[src/hw/rtl/whitespace_word_tokenizer_core_defines.svh]
// Assertion macros for the whitespace word tokenizer.
// Included by the tokenizer core, which checks its own logic; no other dependencies.
`ifndef WHITESPACE_WORD_TOKENIZER_CORE_DEFINES_SVH
`define WHITESPACE_WORD_TOKENIZER_CORE_DEFINES_SVH
`ifndef NO_ASSERTIONS
// Same-cycle implication, disabled while reset is asserted.
`define WWT_ASSERT_IMP(label, clk, rst_n, ante, cons) \
	label: assert property (@(posedge clk) disable iff (!rst_n) (ante) |-> (cons)) \
	else $error("wwt: same-cycle check failed");
// Next-cycle implication, disabled while reset is asserted.
`define WWT_ASSERT_NEXT(label, clk, rst_n, ante, cons) \
	label: assert property (@(posedge clk) disable iff (!rst_n) (ante) |=> (cons)) \
	else $error("wwt: next-cycle check failed");
`else
`define WWT_ASSERT_IMP(label, clk, rst_n, ante, cons)
`define WWT_ASSERT_NEXT(label, clk, rst_n, ante, cons)
`endif
`endif

[src/hw/rtl/wwt_pkg.sv]
// Package for the whitespace word tokenizer: widths, character codes,
// token kinds and the result record. No dependencies.
package wwt_pkg;

	localparam int OFFSET_WIDTH = 24;
	localparam int LINE_WIDTH   = 20;
	localparam int COLUMN_WIDTH = 16;
	localparam int LIMIT_WIDTH  = 4;
	localparam int LEN_WIDTH    = 4;

	localparam int RES_BITS  = 2 * OFFSET_WIDTH + LINE_WIDTH + 2 * COLUMN_WIDTH;
	localparam int TDATA_W   = ((RES_BITS + 7) / 8) * 8;
	localparam int TDATA_PAD = TDATA_W - RES_BITS;
	localparam int TUSER_W   = 8;

	localparam logic [LIMIT_WIDTH-1:0] WORD_LIMIT_RESET = LIMIT_WIDTH'(12);

	localparam logic [7:0] CH_HASH   = 8'h23;
	localparam logic [7:0] CH_PERIOD = 8'h2E;
	localparam logic [7:0] CH_COMMA  = 8'h2C;
	localparam logic [7:0] CH_SEMI   = 8'h3B;
	localparam logic [7:0] CH_LPAREN = 8'h28;
	localparam logic [7:0] CH_RPAREN = 8'h29;
	localparam logic [7:0] CH_ZERO   = 8'h30;
	localparam logic [7:0] CH_NINE   = 8'h39;
	localparam logic [7:0] CH_SPACE  = 8'h20;
	localparam logic [7:0] CH_TAB    = 8'h09;
	localparam logic [7:0] CH_LF     = 8'h0A;
	localparam logic [7:0] CH_VT     = 8'h0B;
	localparam logic [7:0] CH_FF     = 8'h0C;
	localparam logic [7:0] CH_CR     = 8'h0D;

	typedef enum logic [2:0] {
		KIND_PERIOD = 3'd0,
		KIND_COMMA  = 3'd1,
		KIND_SEMI   = 3'd2,
		KIND_GROUP  = 3'd3,
		KIND_NUMBER = 3'd4,
		KIND_WORD   = 3'd5,
		KIND_EOF    = 3'd6
	} kind_t;

	typedef struct packed {
		kind_t                    token_kind;
		logic [OFFSET_WIDTH-1:0]  start_offset;
		logic [OFFSET_WIDTH-1:0]  end_offset;
		logic [LINE_WIDTH-1:0]    line_number;
		logic [COLUMN_WIDTH-1:0]  start_column;
		logic [COLUMN_WIDTH-1:0]  end_column;
		logic                     too_long;
		logic                     error_seen;
		logic                     last_result;
	} result_t;

	function automatic logic is_space(input logic [7:0] b);
		return (b == CH_SPACE) || (b == CH_TAB) || (b == CH_LF) || (b == CH_CR) ||
			(b == CH_VT) || (b == CH_FF);
	endfunction

	function automatic logic is_digit(input logic [7:0] b);
		return (b >= CH_ZERO) && (b <= CH_NINE);
	endfunction

endpackage

[src/hw/rtl/whitespace_word_tokenizer_core.sv]
// Top level of the whitespace word tokenizer: scanner state, token
// classification and a three-entry result queue. Depends on wwt_pkg and the defines header.
`include "whitespace_word_tokenizer_core_defines.svh"

// Usage
// -----
// Source text enters on the s_ channel, one byte per request: s_tdata holds the
// byte and s_tlast marks the end of the source (the byte is then ignored).
// Tokens leave on the m_ channel. m_tdata carries offsets, line and columns,
// m_tuser the token kind and the too-long and error flags, m_tlast the
// end-of-file token. cfg_we writes the word limit from cfg_wdata; write it
// only while no request is in flight.
// A token enters the result queue when the request that ends it (the delimiter or
// end-of-source byte) is accepted. Throughput is one byte per clock while s_tready
// is high: the scanner state is updated in the accepting cycle by short logic, and
// results land in a three-entry queue. s_tready is high while the queue holds
// one result or fewer, so an end of source that closes an open token (two results)
// can hold s_tready low until the receiver takes a result, even when it keeps up.
// If the receiver stalls, the queue fills and s_tready drops once it holds two or
// more results; nothing is lost. Reset empties the queue, clears the scanner
// to offset 0, line 1, column 1 and sets the word limit to 12. An end-of-source
// request returns the scanner to that state but keeps the word limit.
module whitespace_word_tokenizer_core (
	input  logic                         clk,
	input  logic                         arst_n,
	// Configuration: word limit.
	input  logic                         cfg_we,
	input  logic [wwt_pkg::LIMIT_WIDTH-1:0] cfg_wdata,
	// Source bytes.
	input  logic                         s_tvalid,
	output logic                         s_tready,
	input  logic [7:0]                   s_tdata,   // [7:0] source_byte
	input  logic                         s_tlast,   // end_of_source
	// Tokens.
	output logic                         m_tvalid,
	input  logic                         m_tready,
	// [23:0] start_offset, [47:24] end_offset, [67:48] line_number,
	// [83:68] start_column, [99:84] end_column, [103:100] zero
	output logic [wwt_pkg::TDATA_W-1:0]  m_tdata,
	// [2:0] token_kind, [3] too_long, [4] error_seen, [7:5] zero
	output logic [wwt_pkg::TUSER_W-1:0]  m_tuser,
	output logic                         m_tlast    // last_result
);
	import wwt_pkg::*;

	localparam int QDEPTH = 3;

	// Scanner state.
	logic [LIMIT_WIDTH-1:0]  word_limit_q;
	logic                    in_token_q, in_comment_q, pending_cr_q;
	logic                    length_over_q, digits_only_q, sticky_error_q;
	logic [OFFSET_WIDTH-1:0] byte_offset_q, token_start_q;
	logic [LINE_WIDTH-1:0]   cur_line_q;
	logic [COLUMN_WIDTH-1:0] cur_column_q, token_column_q;
	logic [LEN_WIDTH-1:0]    token_length_q;
	logic [7:0]              first_byte_q, prev_byte_q;

	logic                    in_token_n, in_comment_n, pending_cr_n;
	logic                    length_over_n, digits_only_n, sticky_error_n;
	logic [OFFSET_WIDTH-1:0] byte_offset_n, token_start_n;
	logic [LINE_WIDTH-1:0]   cur_line_n;
	logic [COLUMN_WIDTH-1:0] cur_column_n, token_column_n;
	logic [LEN_WIDTH-1:0]    token_length_n;
	logic [7:0]              first_byte_n, prev_byte_n;

	// Result queue.
	result_t     queue_q [QDEPTH];
	logic [1:0]  wr_ptr_q, rd_ptr_q, count_q;
	logic [1:0]  push_cnt;
	logic        pop;
	result_t     res0, res1, tok_res, eof_res, head;

	logic        s_accept;
	logic        flush_tl;
	logic [7:0]  b;
	logic [OFFSET_WIDTH-1:0] off_inc;
	logic [LINE_WIDTH-1:0]   line_inc;
	logic [COLUMN_WIDTH-1:0] col_inc;

	function automatic logic [1:0] ptr_inc(input logic [1:0] p);
		return (p == 2'(QDEPTH - 1)) ? 2'd0 : p + 2'd1;
	endfunction

	assign s_accept = s_tvalid && s_tready;
	assign s_tready = (count_q <= 2'd1);
	assign b        = s_tdata;

	// Saturating increments of the position counters.
	assign off_inc  = (&byte_offset_q) ? byte_offset_q : byte_offset_q + 1'b1;
	assign line_inc = (&cur_line_q) ? cur_line_q : cur_line_q + 1'b1;
	assign col_inc  = (&cur_column_q) ? cur_column_q : cur_column_q + 1'b1;

	// The token that closes now, if one is open, and the end-of-file record.
	assign flush_tl = length_over_q || (token_length_q > word_limit_q);

	always_comb begin
		tok_res              = '0;
		if ((token_length_q == LEN_WIDTH'(1)) && (first_byte_q == CH_PERIOD)) begin
			tok_res.token_kind = KIND_PERIOD;
		end else if ((token_length_q == LEN_WIDTH'(1)) && (first_byte_q == CH_COMMA)) begin
			tok_res.token_kind = KIND_COMMA;
		end else if ((token_length_q == LEN_WIDTH'(1)) && (first_byte_q == CH_SEMI)) begin
			tok_res.token_kind = KIND_SEMI;
		end else if ((token_length_q >= LEN_WIDTH'(3)) && (first_byte_q == CH_LPAREN) &&
			(prev_byte_q == CH_RPAREN)) begin
			tok_res.token_kind = KIND_GROUP;
		end else if (digits_only_q) begin
			tok_res.token_kind = KIND_NUMBER;
		end else begin
			tok_res.token_kind = KIND_WORD;
		end
		tok_res.start_offset = token_start_q;
		tok_res.end_offset   = byte_offset_q;
		tok_res.line_number  = cur_line_q;
		tok_res.start_column = token_column_q;
		tok_res.end_column   = cur_column_q;
		tok_res.too_long     = flush_tl;

		eof_res              = '0;
		eof_res.token_kind   = KIND_EOF;
		eof_res.start_offset = byte_offset_q;
		eof_res.end_offset   = byte_offset_q;
		eof_res.line_number  = cur_line_q;
		eof_res.start_column = cur_column_q;
		eof_res.end_column   = cur_column_q;
		eof_res.error_seen   = sticky_error_q || (in_token_q && flush_tl);
		eof_res.last_result  = 1'b1;
	end

	// Next-state logic for one accepted request.
	always_comb begin
		in_token_n     = in_token_q;
		in_comment_n   = in_comment_q;
		pending_cr_n   = pending_cr_q;
		length_over_n  = length_over_q;
		digits_only_n  = digits_only_q;
		sticky_error_n = sticky_error_q;
		byte_offset_n  = byte_offset_q;
		token_start_n  = token_start_q;
		cur_line_n     = cur_line_q;
		cur_column_n   = cur_column_q;
		token_column_n = token_column_q;
		token_length_n = token_length_q;
		first_byte_n   = first_byte_q;
		prev_byte_n    = prev_byte_q;
		res0           = tok_res;
		res1           = eof_res;
		push_cnt       = 2'd0;

		if (s_accept) begin
			if (s_tlast) begin
				// End of source: close an open token, then report end of file
				// and fall back to the reset state.
				if (in_token_q) begin
					push_cnt = 2'd2;
				end else begin
					res0     = eof_res;
					push_cnt = 2'd1;
				end
				in_token_n     = 1'b0;
				in_comment_n   = 1'b0;
				pending_cr_n   = 1'b0;
				length_over_n  = 1'b0;
				digits_only_n  = 1'b1;
				sticky_error_n = 1'b0;
				byte_offset_n  = '0;
				token_start_n  = '0;
				cur_line_n     = LINE_WIDTH'(1);
				cur_column_n   = COLUMN_WIDTH'(1);
				token_column_n = COLUMN_WIDTH'(1);
				token_length_n = '0;
				first_byte_n   = '0;
				prev_byte_n    = '0;
			end else begin
				pending_cr_n = 1'b0;
				if (pending_cr_q && (b == CH_LF)) begin
					// Second half of a CR LF pair: the line already advanced.
					byte_offset_n = off_inc;
				end else if (in_comment_q && (b != CH_CR) && (b != CH_LF)) begin
					byte_offset_n = off_inc;
				end else if (in_token_q && !is_space(b)) begin
					if (token_length_q != '1) begin
						token_length_n = token_length_q + 1'b1;
					end else begin
						length_over_n = 1'b1;
					end
					if (!is_digit(b)) begin
						digits_only_n = 1'b0;
					end
					prev_byte_n   = b;
					byte_offset_n = off_inc;
					cur_column_n  = col_inc;
				end else begin
					in_comment_n = 1'b0;
					if (in_token_q) begin
						push_cnt       = 2'd1;
						in_token_n     = 1'b0;
						sticky_error_n = sticky_error_q || flush_tl;
					end
					if (b == CH_CR) begin
						cur_line_n   = line_inc;
						cur_column_n = COLUMN_WIDTH'(1);
						pending_cr_n = 1'b1;
					end else if (b == CH_LF) begin
						cur_line_n   = line_inc;
						cur_column_n = COLUMN_WIDTH'(1);
					end else if (is_space(b)) begin
						cur_column_n = col_inc;
					end else if (b == CH_HASH) begin
						in_comment_n = 1'b1;
					end else begin
						in_token_n     = 1'b1;
						token_start_n  = byte_offset_q;
						token_column_n = cur_column_q;
						token_length_n = LEN_WIDTH'(1);
						length_over_n  = 1'b0;
						first_byte_n   = b;
						prev_byte_n    = b;
						digits_only_n  = is_digit(b);
						cur_column_n   = col_inc;
					end
					byte_offset_n = off_inc;
				end
			end
		end
	end

	always_ff @(posedge clk or negedge arst_n) begin
		if (!arst_n) begin
			word_limit_q   <= WORD_LIMIT_RESET;
			in_token_q     <= 1'b0;
			in_comment_q   <= 1'b0;
			pending_cr_q   <= 1'b0;
			length_over_q  <= 1'b0;
			digits_only_q  <= 1'b1;
			sticky_error_q <= 1'b0;
			byte_offset_q  <= '0;
			token_start_q  <= '0;
			cur_line_q     <= LINE_WIDTH'(1);
			cur_column_q   <= COLUMN_WIDTH'(1);
			token_column_q <= COLUMN_WIDTH'(1);
			token_length_q <= '0;
			first_byte_q   <= '0;
			prev_byte_q    <= '0;
		end else begin
			if (cfg_we) begin
				word_limit_q <= cfg_wdata;
			end
			in_token_q     <= in_token_n;
			in_comment_q   <= in_comment_n;
			pending_cr_q   <= pending_cr_n;
			length_over_q  <= length_over_n;
			digits_only_q  <= digits_only_n;
			sticky_error_q <= sticky_error_n;
			byte_offset_q  <= byte_offset_n;
			token_start_q  <= token_start_n;
			cur_line_q     <= cur_line_n;
			cur_column_q   <= cur_column_n;
			token_column_q <= token_column_n;
			token_length_q <= token_length_n;
			first_byte_q   <= first_byte_n;
			prev_byte_q    <= prev_byte_n;
		end
	end

	// Result queue: up to two writes per cycle, one read.
	assign pop  = m_tvalid && m_tready;
	assign head = queue_q[rd_ptr_q];

	always_ff @(posedge clk) begin
		if (push_cnt != 2'd0) begin
			queue_q[wr_ptr_q] <= res0;
		end
		if (push_cnt == 2'd2) begin
			queue_q[ptr_inc(wr_ptr_q)] <= res1;
		end
	end

	always_ff @(posedge clk or negedge arst_n) begin
		if (!arst_n) begin
			wr_ptr_q <= '0;
			rd_ptr_q <= '0;
			count_q  <= '0;
		end else begin
			if (push_cnt == 2'd1) begin
				wr_ptr_q <= ptr_inc(wr_ptr_q);
			end else if (push_cnt == 2'd2) begin
				wr_ptr_q <= ptr_inc(ptr_inc(wr_ptr_q));
			end
			if (pop) begin
				rd_ptr_q <= ptr_inc(rd_ptr_q);
			end
			count_q <= count_q + push_cnt - {1'b0, pop};
		end
	end

	assign m_tvalid = (count_q != 2'd0);
	assign m_tdata  = {{TDATA_PAD{1'b0}}, head.end_column, head.start_column,
		head.line_number, head.end_offset, head.start_offset};
	assign m_tuser  = {3'b000, head.error_seen, head.too_long, head.token_kind};
	assign m_tlast  = head.last_result;

	// An accepted end of source always leaves a result to deliver.
	`WWT_ASSERT_NEXT(a_eof_queued, clk, arst_n, s_accept && s_tlast, m_tvalid)
	// End of source puts the scanner back at its starting position.
	`WWT_ASSERT_NEXT(a_eof_clears, clk, arst_n, s_accept && s_tlast,
		!in_token_q && !in_comment_q && (byte_offset_q == '0) && (cur_line_q == LINE_WIDTH'(1)))
	// A comment can only begin where no token is open.
	`WWT_ASSERT_IMP(a_comment_token, clk, arst_n, 1'b1, !(in_comment_q && in_token_q))
	// A pending CR never coexists with an open token.
	`WWT_ASSERT_IMP(a_cr_token, clk, arst_n, pending_cr_q, !in_token_q)

endmodule
[config.mk]
export PLATFORM = sky130hd
export DESIGN_NAME = whitespace_word_tokenizer_core
export DESIGN_NICKNAME = d
export VERILOG_FILES = /design/src/hw/rtl/wwt_pkg.sv /design/src/hw/rtl/whitespace_word_tokenizer_core.sv
export VERILOG_INCLUDE_DIRS = /design/src /design/src/hw/rtl
export SDC_FILE = /design/constraint.sdc
export NUM_CORES = 1
export LEC_CHECK = 0
export BUFFER_PORTS_ARGS = -buffer_cell sky130_fd_sc_hd__buf_2
export CAP_MARGIN = 20
export CORE_MARGIN = 3
export CORE_UTILIZATION = 50
export CTS_CLUSTER_SIZE = 25
export DETAILED_ROUTE_END_ITERATION = 16
export PLACE_DENSITY_LB_ADDON = 0.12
export SYNTH_ARGS = -nofsm -noshare
export SYNTH_HDL_FRONTEND = slang
export SYNTH_SLANG_ARGS = --single-unit
[constraint.sdc]
create_clock -name clk -period 20.3 [get_ports clk]
set_input_delay 2.03 -clock clk [delete_from_list [all_inputs] [get_ports clk]]
set_output_delay 2.03 -clock clk [all_outputs]
set_load 0.005 [all_outputs]
## Word-level counts from Yosys, hierarchy flattened

Memories as Yosys holds them, arrays and structs flattened.
Index checks and enable logic that the tools add are counted.
W data, S select, Z words.

- Flip-flop bits (word level): 136
- Memory bits (writable): 318
- Input port bits: 18
- Output and inout bits: 115
- Word-level logic and storage cells: 233
- Memories: 1

Memories:

| name | depth | bits a word | rd ports | clocked after Yosys merged registers in | write ports | RTL line | text |
|---|---|---|---|---|---|---|---|
| queue_q | 3 | 106 | 1 | 0 | 2 | whitespace_word_tokenizer_core.sv:67 | `result_t queue_q [QDEPTH];` |

- Add/subtract/negate cells: 9
- Magnitude comparators: 5
- Eq/ne operators: 37
- Muxes and demuxes: 123
- Reductions and logical operators: 40

Operators with widths:

| cell | count |
|---|---|
| $mux W106 | 3 |
| $mux W16 | 17 |
| $mux W24 | 10 |
| $mux W20 | 7 |
| $mux W8 | 12 |
| $eq A8 B6 Y1 const B | 7 |
| $mux W1 | 53 |
| $eq A8 B4 Y1 const B | 5 |
| $mux W4 | 9 |
| $reduce_and A8 Y1 | 4 |
| $add A24 B1 Y24 const B | 1 |
| $reduce_and A24 Y1 | 1 |
| $add A20 B1 Y20 const B | 1 |
| $reduce_and A20 Y1 | 1 |
| $add A16 B1 Y16 const B | 1 |
| $mux W2 | 8 |
| $ne A2 B2 Y1 const B | 8 |
| $ne A8 B4 Y1 const B | 2 |
| $reduce_and A16 Y1 | 1 |
| $logic_and A1 B1 Y1 | 13 |
| $mux W3 | 4 |
| $ne A3 B2 Y1 const B | 4 |
| $reduce_and A5 Y1 | 2 |
| $ne A3 B3 Y1 const B | 3 |
| other kinds (21) | 37 |

## Longest topological paths before layout

Gate-level depths: netlist (run 1).

- Depth after elaboration: 16
- Gate-level depth with buffers: 14
- Mapped depth without buffers: 12

## Worst setup path after synthesis (run 1)

OpenSTA, ideal clock, no wires.

- Kind: input -> register
- From: in s_tdata[0]
- To: mem queue_q[1][2] (netlist bit)
- Setup time: 122 ps
- Arrival time: 12,166 ps
- Data required time: 20,178 ps
- Setup slack: 8,013 ps
- Cell stages on the path: 11
- Path buffers: 1
- Cell sequence: buf_4 > nor4b_1 > a21oi_1 > o32ai_1 > nand4b_1 > a21oi_1 > inv_1 > ha_1 > a211oi_1 > inv_1 > a22o_1

RTL lines:

| item | RTL line | text |
|---|---|---|
| start, declared | whitespace_word_tokenizer_core.sv:32 | `input logic [7:0] s_tdata,` |
| end, declared | whitespace_word_tokenizer_core.sv:67 |  |

==> results.yml, run 1 <==
synthesis:
  synth_area_sq_um: 21400
  ys_seq_area_frac: 0.5986
  yosysWarnings: 0
  synthTopCellsByCount: "edfxtp_1 (303), nand2_1 (188), a22o_1 (161)"
  async_flop_share: 0.2996
  synth_area_per_cell_sq_um: 11.65
  synth.top_cell.area_share: 0.4252
  netlist-cell-type-count: 75
  syn_inst: 1836
  synthFlopType: "edfxtp_1"
  synth-edff-count: 303
  synthTopCellsByArea: "edfxtp_1 (43%), dfrtp_1 (15%), a22o_1 (6.6%)"
  synth_most_common_cell: "edfxtp_1"
  yosysTopAreaCell: "edfxtp_1"
  ys_ff_latch: 454
sta:
  fin_crit_ns: 6.081
  clock_skew_ns: 0.01274
  hold-worst-slack_ns: 0.4657
  finalHoldViolCount: 0
  tightest_slew_ns: 1.106
  setup_slack_ns: 14.22
  setup_tns_ns: 0
  maxSlewViolCount: 0
  grt_setup_unrepaired: "false"
  maxSlewHeadroom: 0.2625
  setup_viol_count_final: 0
  min_period_over_period: 0.2995
  clock.fmax_mhz: 164.5
drt:
  drtAntennaViolNets: 0
  viasPerCell: 5.857
  routed-via-count: 14400
  drtPass1Iterations: 6
  drc: 0
  totalWireLength_microns: 52690
  drtIter0Drc: 1083
  wl_per_cell_microns: 21.43
worst_setup_path:
  worstSetupStartpointType: "input pin"
  r2r_slack_ns: 15.99
  end_kind: "flip-flop"
  cpMostUsedCell: "a21oi_1"
  worstPathRequired_ns: 20.50
  cp_data_arrival_time_ns: 6.28
  reg2reg_depth: 10
  crit_family: "buffers and inverters"
  critPathBufInv: 4
  reg2reg_from: "in_token_q"
  worst-setup-path-type: "in2reg"
  crit_chain: "buf_2, or3_1, o32ai_1, nand4b_1, a21oi_1, inv_1, ha_1, nor3_1, a21oi_1, inv_4, buf_4"
  critical_path_depth: 11
  cpPeakStageDelay_ns: 0.81
  slowest_stage: "buf_4"
  cp_max_fo: 60
  r2r_end: "queue_q[0][65]"
global_routing:
  grt_max_degree: 112
  overflow: 0
  antenna_found_initial: 0
  grt_usage: 0.2326
  grt_pass1_vias: 14010
  grt_pass1_wl_microns: 81400
die:
  dieHeight_microns: 212.9
  fp-row-count: 75
  io_pins: 133
  start_util: 0.5079
  fp.dieW_microns: 212.9
  die-area_sq_um: 45310
  coreArea_sq_um: 42130
placement:
  dp_slack_ns: 13.70
  port_buffers: 125
  gp_congestion: 0.8685
  post-dp-hpwl_microns: 31470
clocking:
  insertion_delay_ns: 0.58
  cts.sinks: 454
  ctsLongestPathBuffers: 3
  clk_pin_slew_ns: 0.06
  htree_levels: 2
  cts_tree: "done"
  cts_hold_buf: 0
  post_cts_resized: 0
  root_buffer: "clkbuf_16"
  cts_setup_buffers: 0
  cts_inserted_buffers: 48
final_layout:
  multi_input_area_sq_um: 7873
  area_growth_pct: 11.42
  seq_area_sq_um: 12820
  n_fill_cell: 3552
  drive_above_1_share: 0.1386
  layout.nets: 1912
hold_path:
  min_path_cells: 1
  hold_path.class: "reg2reg"
  min_from: "queue_q[2][0]"
  hold-path-endpoint: "queue_q[2][0]"
run:
  drv_cap: 0
power:
  leakage_uw: 0.009151
  powerDensity_nw_per_um2: 126.2
  ir_drop_mv: 0.07448
status:
  status: "complete, no violations"
[metrics by stage]
step                      cell area, sq um  total power (uW)  instances    util
after floorplan                      21420              1832       1842       -
after global placement               22280              2164       2366  0.5287
after detailed placement             22280              2181       2366  0.5287
after CTS                            23790              3036       2456  0.5647
after global routing                 23840              3167       2458  0.5658
final                                23840              3009       2459  0.5659
[metal layers]
metal  track usage  vias up  share of wire
li1              -     6784              -
met5             0        -              0
met3       0.03938       67          0.057
met2        0.3832      404           0.48
met4       0.05483        0          0.019
met1        0.3255     7147           0.44
[placed cells by master (no fill, tap or decap), types with 9 or more instances in the layout]
master and count:
buf_2 124, clkinv_2 10, a22o_1 161, nand3_1 29, and2_1 121, clkbuf_16 49, dfxtp_1 15, mux2i_1 110
xor2_1 18, clkbuf_1 14, inv_1 25, a31oi_1 10, nor2b_1 73, xnor2_1 9, nand2_1 188, nor2_1 73
or3_1 16, dfrtp_1 128, ha_1 15, nor3_1 14, and3_1 13, a21oi_1 47, nand4_1 15, o21ai_0 143
edfxtp_1 303, buf_4 23
[power breakdown]
| group | switching [uW] | internal, uW |
|---|---|---|
| Sequential | 159 | 1200 |
| Clock | 363 | 493 |
| Combinational | 492 | 304 |
| Total | 1010 | 1990 |
[cell type report]
cell class                 count  share of cell area
clock inverter                24            0.008239
multi-input combinational   1198              0.3302
timing repair buffer         150             0.03574
antenna                        1           0.0001050
tap                          539             0.02829
clock buffer                  66             0.05537
inverter                      27            0.004461
sequential                   454              0.5376
[sequential cells by signal, summed over array words and instances (netlist names), 2 cells and up]
register and flops:
token_start_q 24, cur_column_q 16, prev_byte_q 8, queue_q 318, rd_ptr_q 2, token_column_q 16
cur_line_q 20, count_q 2, byte_offset_q 24, first_byte_q 8, word_limit_q 4, wr_ptr_q 2
token_length_q 4
[worst reg2reg max path: cells and delay by family (launching register included)]
kind,cells,cell delay (ns)
adder cells (fa/ha/maj),1,0.28
buffers and inverters,4,1.87
AND/OR/NAND/NOR,3,0.63
flip-flops,1,0.55
AO/OA/AOI/OAI,2,0.50
[worst max-delay path by stage]
stage	from	endpoint
2_1_floorplan	s_tdata[0]	queue_q[1][2]
3_3_place_gp	s_tdata[4]	queue_q[0][66]
3_5_place_dp	s_tdata[4]	queue_q[0][67]
4_1_cts	s_tdata[4]	queue_q[0][30]
5_1_grt	s_tdata[0]	queue_q[2][104]
6_report	s_tdata[4]	queue_q[0][65]
[cell families (layout without fill, tap and decap cells)]
family | count (synthesis) | after routing | share of synthesized area
xor gates and xnor gates | 27 | 27 | 0.01105
and+or+nand+nor | 603 | 603 | 0.1481
adders and majority gates | 15 | 15 | 0.008771
other | 1 | 8 | 0.0001752
DFF | 454 | 454 | 0.5986
AOI/OAI and AO/OA | 431 | 431 | 0.1405
buffers and inverters | 190 | 267 | 0.03871
muxes | 115 | 115 | 0.05409
Note: power is estimated with default switching activity, not from simulation.
==> inputs of run 2 (changes only) <==
clock period = 5.2 ns   (was 20.3 ns; I/O delays follow)
==> run 2 against run 1 <==
Against the previous run: sequential share of layout area decreased by 0.78 points; register-to-register slack got worse by 14 ns; routed wire length increased by 1.5%; setup slack got worse by 13 ns; final cell count increased by 0.37%; clock power increased to 4.2 times the previous value; cell area increased by 1.5%; sequential cell count unchanged; combinational power increased to 4.0 times the previous value; first-iteration DRC count decreased by 3.5%; total power increased to 4.0 times the previous value.
==> results.yml, run 2 (same netlist as run 1, synthesis figures left out) <==
status:
  status: "complete, no violations"
drt:
  wl_per_cell_microns: 21.67
  drc: 0
  drtAntennaViolNets: 0
  totalWireLength_microns: 53490
  routed-via-count: 14520
  viasPerCell: 5.883
  drtIter0Drc: 1045
  drtPass1Iterations: 5
clocking:
  clk_pin_slew_ns: 0.06
  cts_setup_buffers: 0
  cts_tree: "done"
  ctsLongestPathBuffers: 3
  root_buffer: "clkbuf_16"
  htree_levels: 2
  post_cts_resized: 0
  insertion_delay_ns: 0.59
  cts.sinks: 454
  cts_hold_buf: 0
  cts_inserted_buffers: 49
die:
  dieHeight_microns: 212.9
  fp.dieW_microns: 212.9
  coreArea_sq_um: 42130
  fp-row-count: 75
  io_pins: 133
  die-area_sq_um: 45310
  start_util: 0.5079
placement:
  post-dp-hpwl_microns: 32450
  port_buffers: 125
  dp_cells: 2376
  gp_congestion: 0.8832
global_routing:
  grt_max_degree: 94
  overflow: 0
  grt_pass1_wl_microns: 82530
  grt_usage: 0.2359
  antenna_found_initial: 2
  grt_pass1_vias: 14280
worst_setup_path:
  worstPathRequired_ns: 5.46
  cp_data_arrival_time_ns: 3.91
  reg2reg_depth: 9
  worst-setup-path-type: "reg2reg"
  r2r_slack_ns: 1.56
  worstSetupStartpointType: "flip-flop"
  r2r_end: "queue_q[0][84]"
  end_kind: "flip-flop"
  cp_max_fo: 42
  reg2reg_from: "count_q[1]"
power:
  leakage_uw: 0.009294
  ir_drop_mv: 0.2614
  powerDensity_nw_per_um2: 498.7
  p_total_uw: 12060
sta:
  fin_crit_ns: 3.643
  setup_viol_count_final: 0
  maxSlewHeadroom: 0.3372
  min_period_over_period: 0.7005
  maxSlewViolCount: 0
  clock_skew_ns: 0.02169
  tightest_slew_ns: 0.9942
  grt_setup_unrepaired: "false"
  finalHoldViolCount: 0
  clock.fmax_mhz: 274.5
final_layout:
  area_growth_pct: 13.05
  most-common-layout-cells: "edfxtp_1 (303), nand2_1 (188), a22o_1 (161)"
  stdcell_count: 2468
  reg.largest.list: "queue_q x318, byte_offset_q x24, token_start_q x24"
  layout.nets: 1921
  largest_reg_flops: 318
  final_common_cell: "edfxtp_1"
  regMostFlops: "queue_q"
  antenna-diode-count: 0
  drive_above_1_share: 0.1493
hold_path:
  hold_path.class: "in2async"
run:
  drv_cap: 0
## run 2: changes by cell type in the layout (fill, tap and decap cells not counted), sizes merged, moves of 2 or more
cell / delta
buf: +8
clkinv: -3
bufinv: +2
clkbuf: +3
## run 2: where the power goes
part / internal, uW / leakage (uW) / total (uW) / switching (uW)
Sequential: 4670 / 0.00474 / 5280 / 609
Clock: 2150 / 0.000820 / 3580 / 1420
Combinational: 1230 / 0.00374 / 3210 / 1980
## run 2: per-stage QoR
step	setup TNS, ns	util	instance area (sq um)	setup WS [ns]	hold slack (ns)
after floorplan	-0.02157	-	21480	-0.02157	0.2244
after global placement	0	0.5346	22530	1.166	0.4448
after detailed placement	0	0.5346	22530	1.064	0.4527
after CTS	0	0.5741	24190	1.610	0.06569
after global routing	0	0.5741	24190	1.323	0.09807
final	0	0.5741	24190	1.557	0.02593
## run 2: layout make-up
| class | count | area, sq um |
|---|---|---|
| inverter | 27 | 106.4 |
| tap | 539 | 674.4 |
| multi-input combinational | 1198 | 7910 |
| fill | 3498 | 17940 |
| timing repair buffer | 158 | 1017 |
| clock inverter | 23 | 241.5 |
| clock buffer | 69 | 1424 |
| sequential | 454 | 12820 |
## run 2: per-layer routing
metal,GRT usage,share of wire
met3,0.03732,0.050
met1,0.3277,0.45
met5,0,0
met4,0.06722,0.023
met2,0.3878,0.48
## run 2: worst max-delay path by stage
stage	start	end	slack, ns	cells after the start
final	count_q[1]	queue_q[0][84]	1.56	9
after global routing	in_token_q	queue_q[0][84]	1.32	10
after detailed placement	s_tdata[4]	queue_q[0][64]	1.06	11
after CTS	count_q[1]	queue_q[0][84]	1.61	9
after floorplan	s_tdata[3]	queue_q[1][2]	-0.02	11
after global placement	s_tdata[4]	queue_q[0][65]	1.17	11
## run 2: critical path, cell delays in order, from the launching register on
cell and delay [ns]:
dfrtp_1 0.42, nand2b_1 0.42, buf_4 0.32, a21oi_2 0.20, inv_2 0.10, ha_1 0.27
nor3_1 0.43, a21oi_1 0.20, inv_4 0.59, buf_12 0.31
==> inputs of run 3 (changes only) <==
ABC_AREA = 1   (was not set)
clock period = 3.7 ns   (was 5.2 ns; I/O delays follow)
==> run 3 against run 2 <==
Against the previous run: sequential share of layout area is 1.6 points lower; critical path depth fell by 4; area after synthesis up 3.0%; clock-buffer cell count is 13 lower; first-iteration DRC count increased by 55%; synthesized cell count up 30%; combinational power up 58%; worst hold slack better by 0.0032 ns; total power rose by 37%; largest power group unchanged.
==> results.yml, run 3 <==
status:
  status: "complete, no violations"
final_layout:
  area_growth_pct: 13.26
  drive_above_1_share: 0.1239
  layout.nets: 2511
  reg.largest.list: "queue_q x318, byte_offset_q x24, token_start_q x24"
  antenna-diode-count: 0
  stdcell_count: 3103
  final_common_cell: "nand2_1"
  most-common-layout-cells: "nand2_1 (492), edfxtp_1 (303), nor2_1 (291)"
  regMostFlops: "queue_q"
  largest_reg_flops: 318
  multi_input_area_sq_um: 7710
  n_fill_cell: 3719
  seq_area_sq_um: 12820
drt:
  drtPass1Iterations: 6
  totalWireLength_microns: 61130
  drtAntennaViolNets: 0
  viasPerCell: 5.658
  drc: 0
  routed-via-count: 17560
  drtIter0Drc: 1616
  wl_per_cell_microns: 19.70
sta:
  maxSlewHeadroom: 0.3303
  fin_crit_ns: 3.273
  setup_slack_ns: 0.4269
  min_period_over_period: 0.8846
  setup_tns_ns: 0
  maxSlewViolCount: 0
  setup_viol_count_final: 0
  finalHoldViolCount: 0
  clock_skew_ns: 0.01447
  clock.fmax_mhz: 305.5
  hold-worst-slack_ns: 0.02911
  tightest_slew_ns: 1.004
  grt_setup_unrepaired: "false"
power:
  p_total_uw: 16510
  switching_share: 0.3542
  p_sw_uw: 5847
  leakage_uw: 0.009775
  intPower_uw: 10660
  powerDensity_nw_per_um2: 661.6
  pwr-share-seq: 0.396
  p_comb_frac: 0.308
  clock_power_share: 0.297
  ir_drop_mv: 0.4713
clocking:
  root_buffer: "clkbuf_16"
  insertion_delay_ns: 0.59
  ctsLongestPathBuffers: 3
  htree_levels: 2
  cts_setup_buffers: 0
  clk_pin_slew_ns: 0.06
  cts_inserted_buffers: 48
  cts_tree: "done"
  cts.sinks: 454
  post_cts_resized: 0
worst_setup_path:
  r2r_end: "queue_q[2][32]"
  slowest_stage: "or2_4"
  reg2reg_from: "count_q[1]"
  cpMostUsedCell: "buf_4"
  startpoint: "rd_ptr_q[1]"
  cpPeakStageDelay_ns: 0.68
  cp_data_arrival_time_ns: 2.90
  worst-setup-path-type: "reg2out"
  cp-endpoint: "m_tdata[5]"
  cp_max_fo: 46
  end_kind: "output port"
  worstSetupStartpointType: "flip-flop"
  worstPathRequired_ns: 3.33
  reg2reg_depth: 11
  r2r_slack_ns: 0.79
  crit_chain: "buf_4, or2_4, buf_4, o211ai_1, buf_2"
die:
  io_pins: 133
  fp.dieW_microns: 215.9
  dieHeight_microns: 215.9
  coreArea_sq_um: 43270
  die-area_sq_um: 46620
  start_util: 0.5092
  fp-row-count: 76
synthesis:
  async_flop_share: 0.2996
  synth_area_per_cell_sq_um: 9.214
  synth_area_sq_um: 22030
  yosysTopAreaCell: "edfxtp_1"
  synthTopCellsByArea: "edfxtp_1 (41%), dfrtp_1 (15%), nand2_1 (8.4%)"
  ys_ff_latch: 454
  synth-edff-count: 303
  synthTopCellsByCount: "nand2_1 (495), edfxtp_1 (303), nor2_1 (296)"
  ys_seq_area_frac: 0.5815
  synth.top_cell.area_share: 0.4130
  synthFlopType: "edfxtp_1"
  yosysWarnings: 0
  netlist-cell-type-count: 48
  synth_most_common_cell: "nand2_1"
  syn_inst: 2391
run:
  drv_cap: 0
global_routing:
  grt_pass1_wl_microns: 97250
  grt_pass1_vias: 17220
  grt_max_degree: 90
  grt_usage: 0.2638
  overflow: 0
  antenna_found_initial: 1
placement:
  dp_slack_ns: 0.3668
  gp_congestion: 0.9558
  post-dp-hpwl_microns: 38140
  port_buffers: 125
  dp_cells: 3009
hold_path:
  hold_path.class: "in2reg"
==> run 3: what timing repair did <==
item	in CTS	in global routing
hold endpoints to repair	86	0
hold buffers	4	0
setup endpoints to repair	0	0
==> run 3: logic make-up after synthesis <==
kind of cell	after synthesis	share of synthesized area
multiplexers	1	0.0005111
XOR/XNOR	38	0.01511
buffers and inverters	403	0.07315
AO/OA/AOI/OAI	376	0.1059
adder cells (fa/ha/maj)	15	0.008519
other	1	0.0001702
AND/OR/NAND/NOR	1103	0.2151
flip-flops	454	0.5815
==> run 3: per-stage QoR <==
step                cell area (sq um)    util
CTS                             24950  0.5767
global placement                23320  0.5391
finish                          24950  0.5767
detailed placement              23320  0.5391
floorplan                       22110       -
global route                    24950  0.5767
==> run 3: final cells by class <==
cell class / count / area share
Clock buffer: 56 / 0.05020
Clock inverter: 34 / 0.01339
Inverter: 260 / 0.03941
Multi-Input combinational cell: 1540 / 0.3090
Sequential cell: 454 / 0.5137
Tap cell: 585 / 0.02934
Timing Repair Buffer: 174 / 0.04498
==> run 3: power groups by stage <==
stage | clock [uW] | sequential [uW] | combinational, uW
3_3_place_gp | 0 | 6610 | 5050
2_1_floorplan | 0 | 6550 | 2950
3_5_place_dp | 0 | 6630 | 5090
6_report | 4900 | 6530 | 5080
4_1_cts | 4970 | 6530 | 5110
5_1_grt | 5170 | 6610 | 5590
==> run 3: routing by layer <==
layer | part of all wire | vias up | GRT usage
li1 | - | 8312 | -
met2 | 0.45 | 657 | 0.4153
met4 | 0.018 | 2 | 0.05734
met5 | 0.00021 | - | 0
met1 | 0.45 | 8504 | 0.3862
met3 | 0.076 | 81 | 0.04801
==> run 3: worst max-delay path: cells and delay by family (launching register included) <==
kind / cells / cell delay, ns
AO/OA/AOI/OAI: 1 / 0.19
buffers and inverters: 3 / 1.01
flip-flops: 1 / 0.41
AND/OR/NAND/NOR: 1 / 0.68
==> run 3: worst min path at each step <==
stage,depth (start not counted),startpoint,endpoint,slack [ns]
after floorplan,0,arst_n,byte_offset_q[0],0.07
after global placement,2,queue_q[2][103],queue_q[2][103],0.45
after detailed placement,2,queue_q[0][103],queue_q[0][103],0.45
after CTS,2,cfg_we,word_limit_q[2],0.005
after global routing,2,cfg_wdata[0],word_limit_q[0],0.02
final,2,cfg_we,word_limit_q[2],0.03
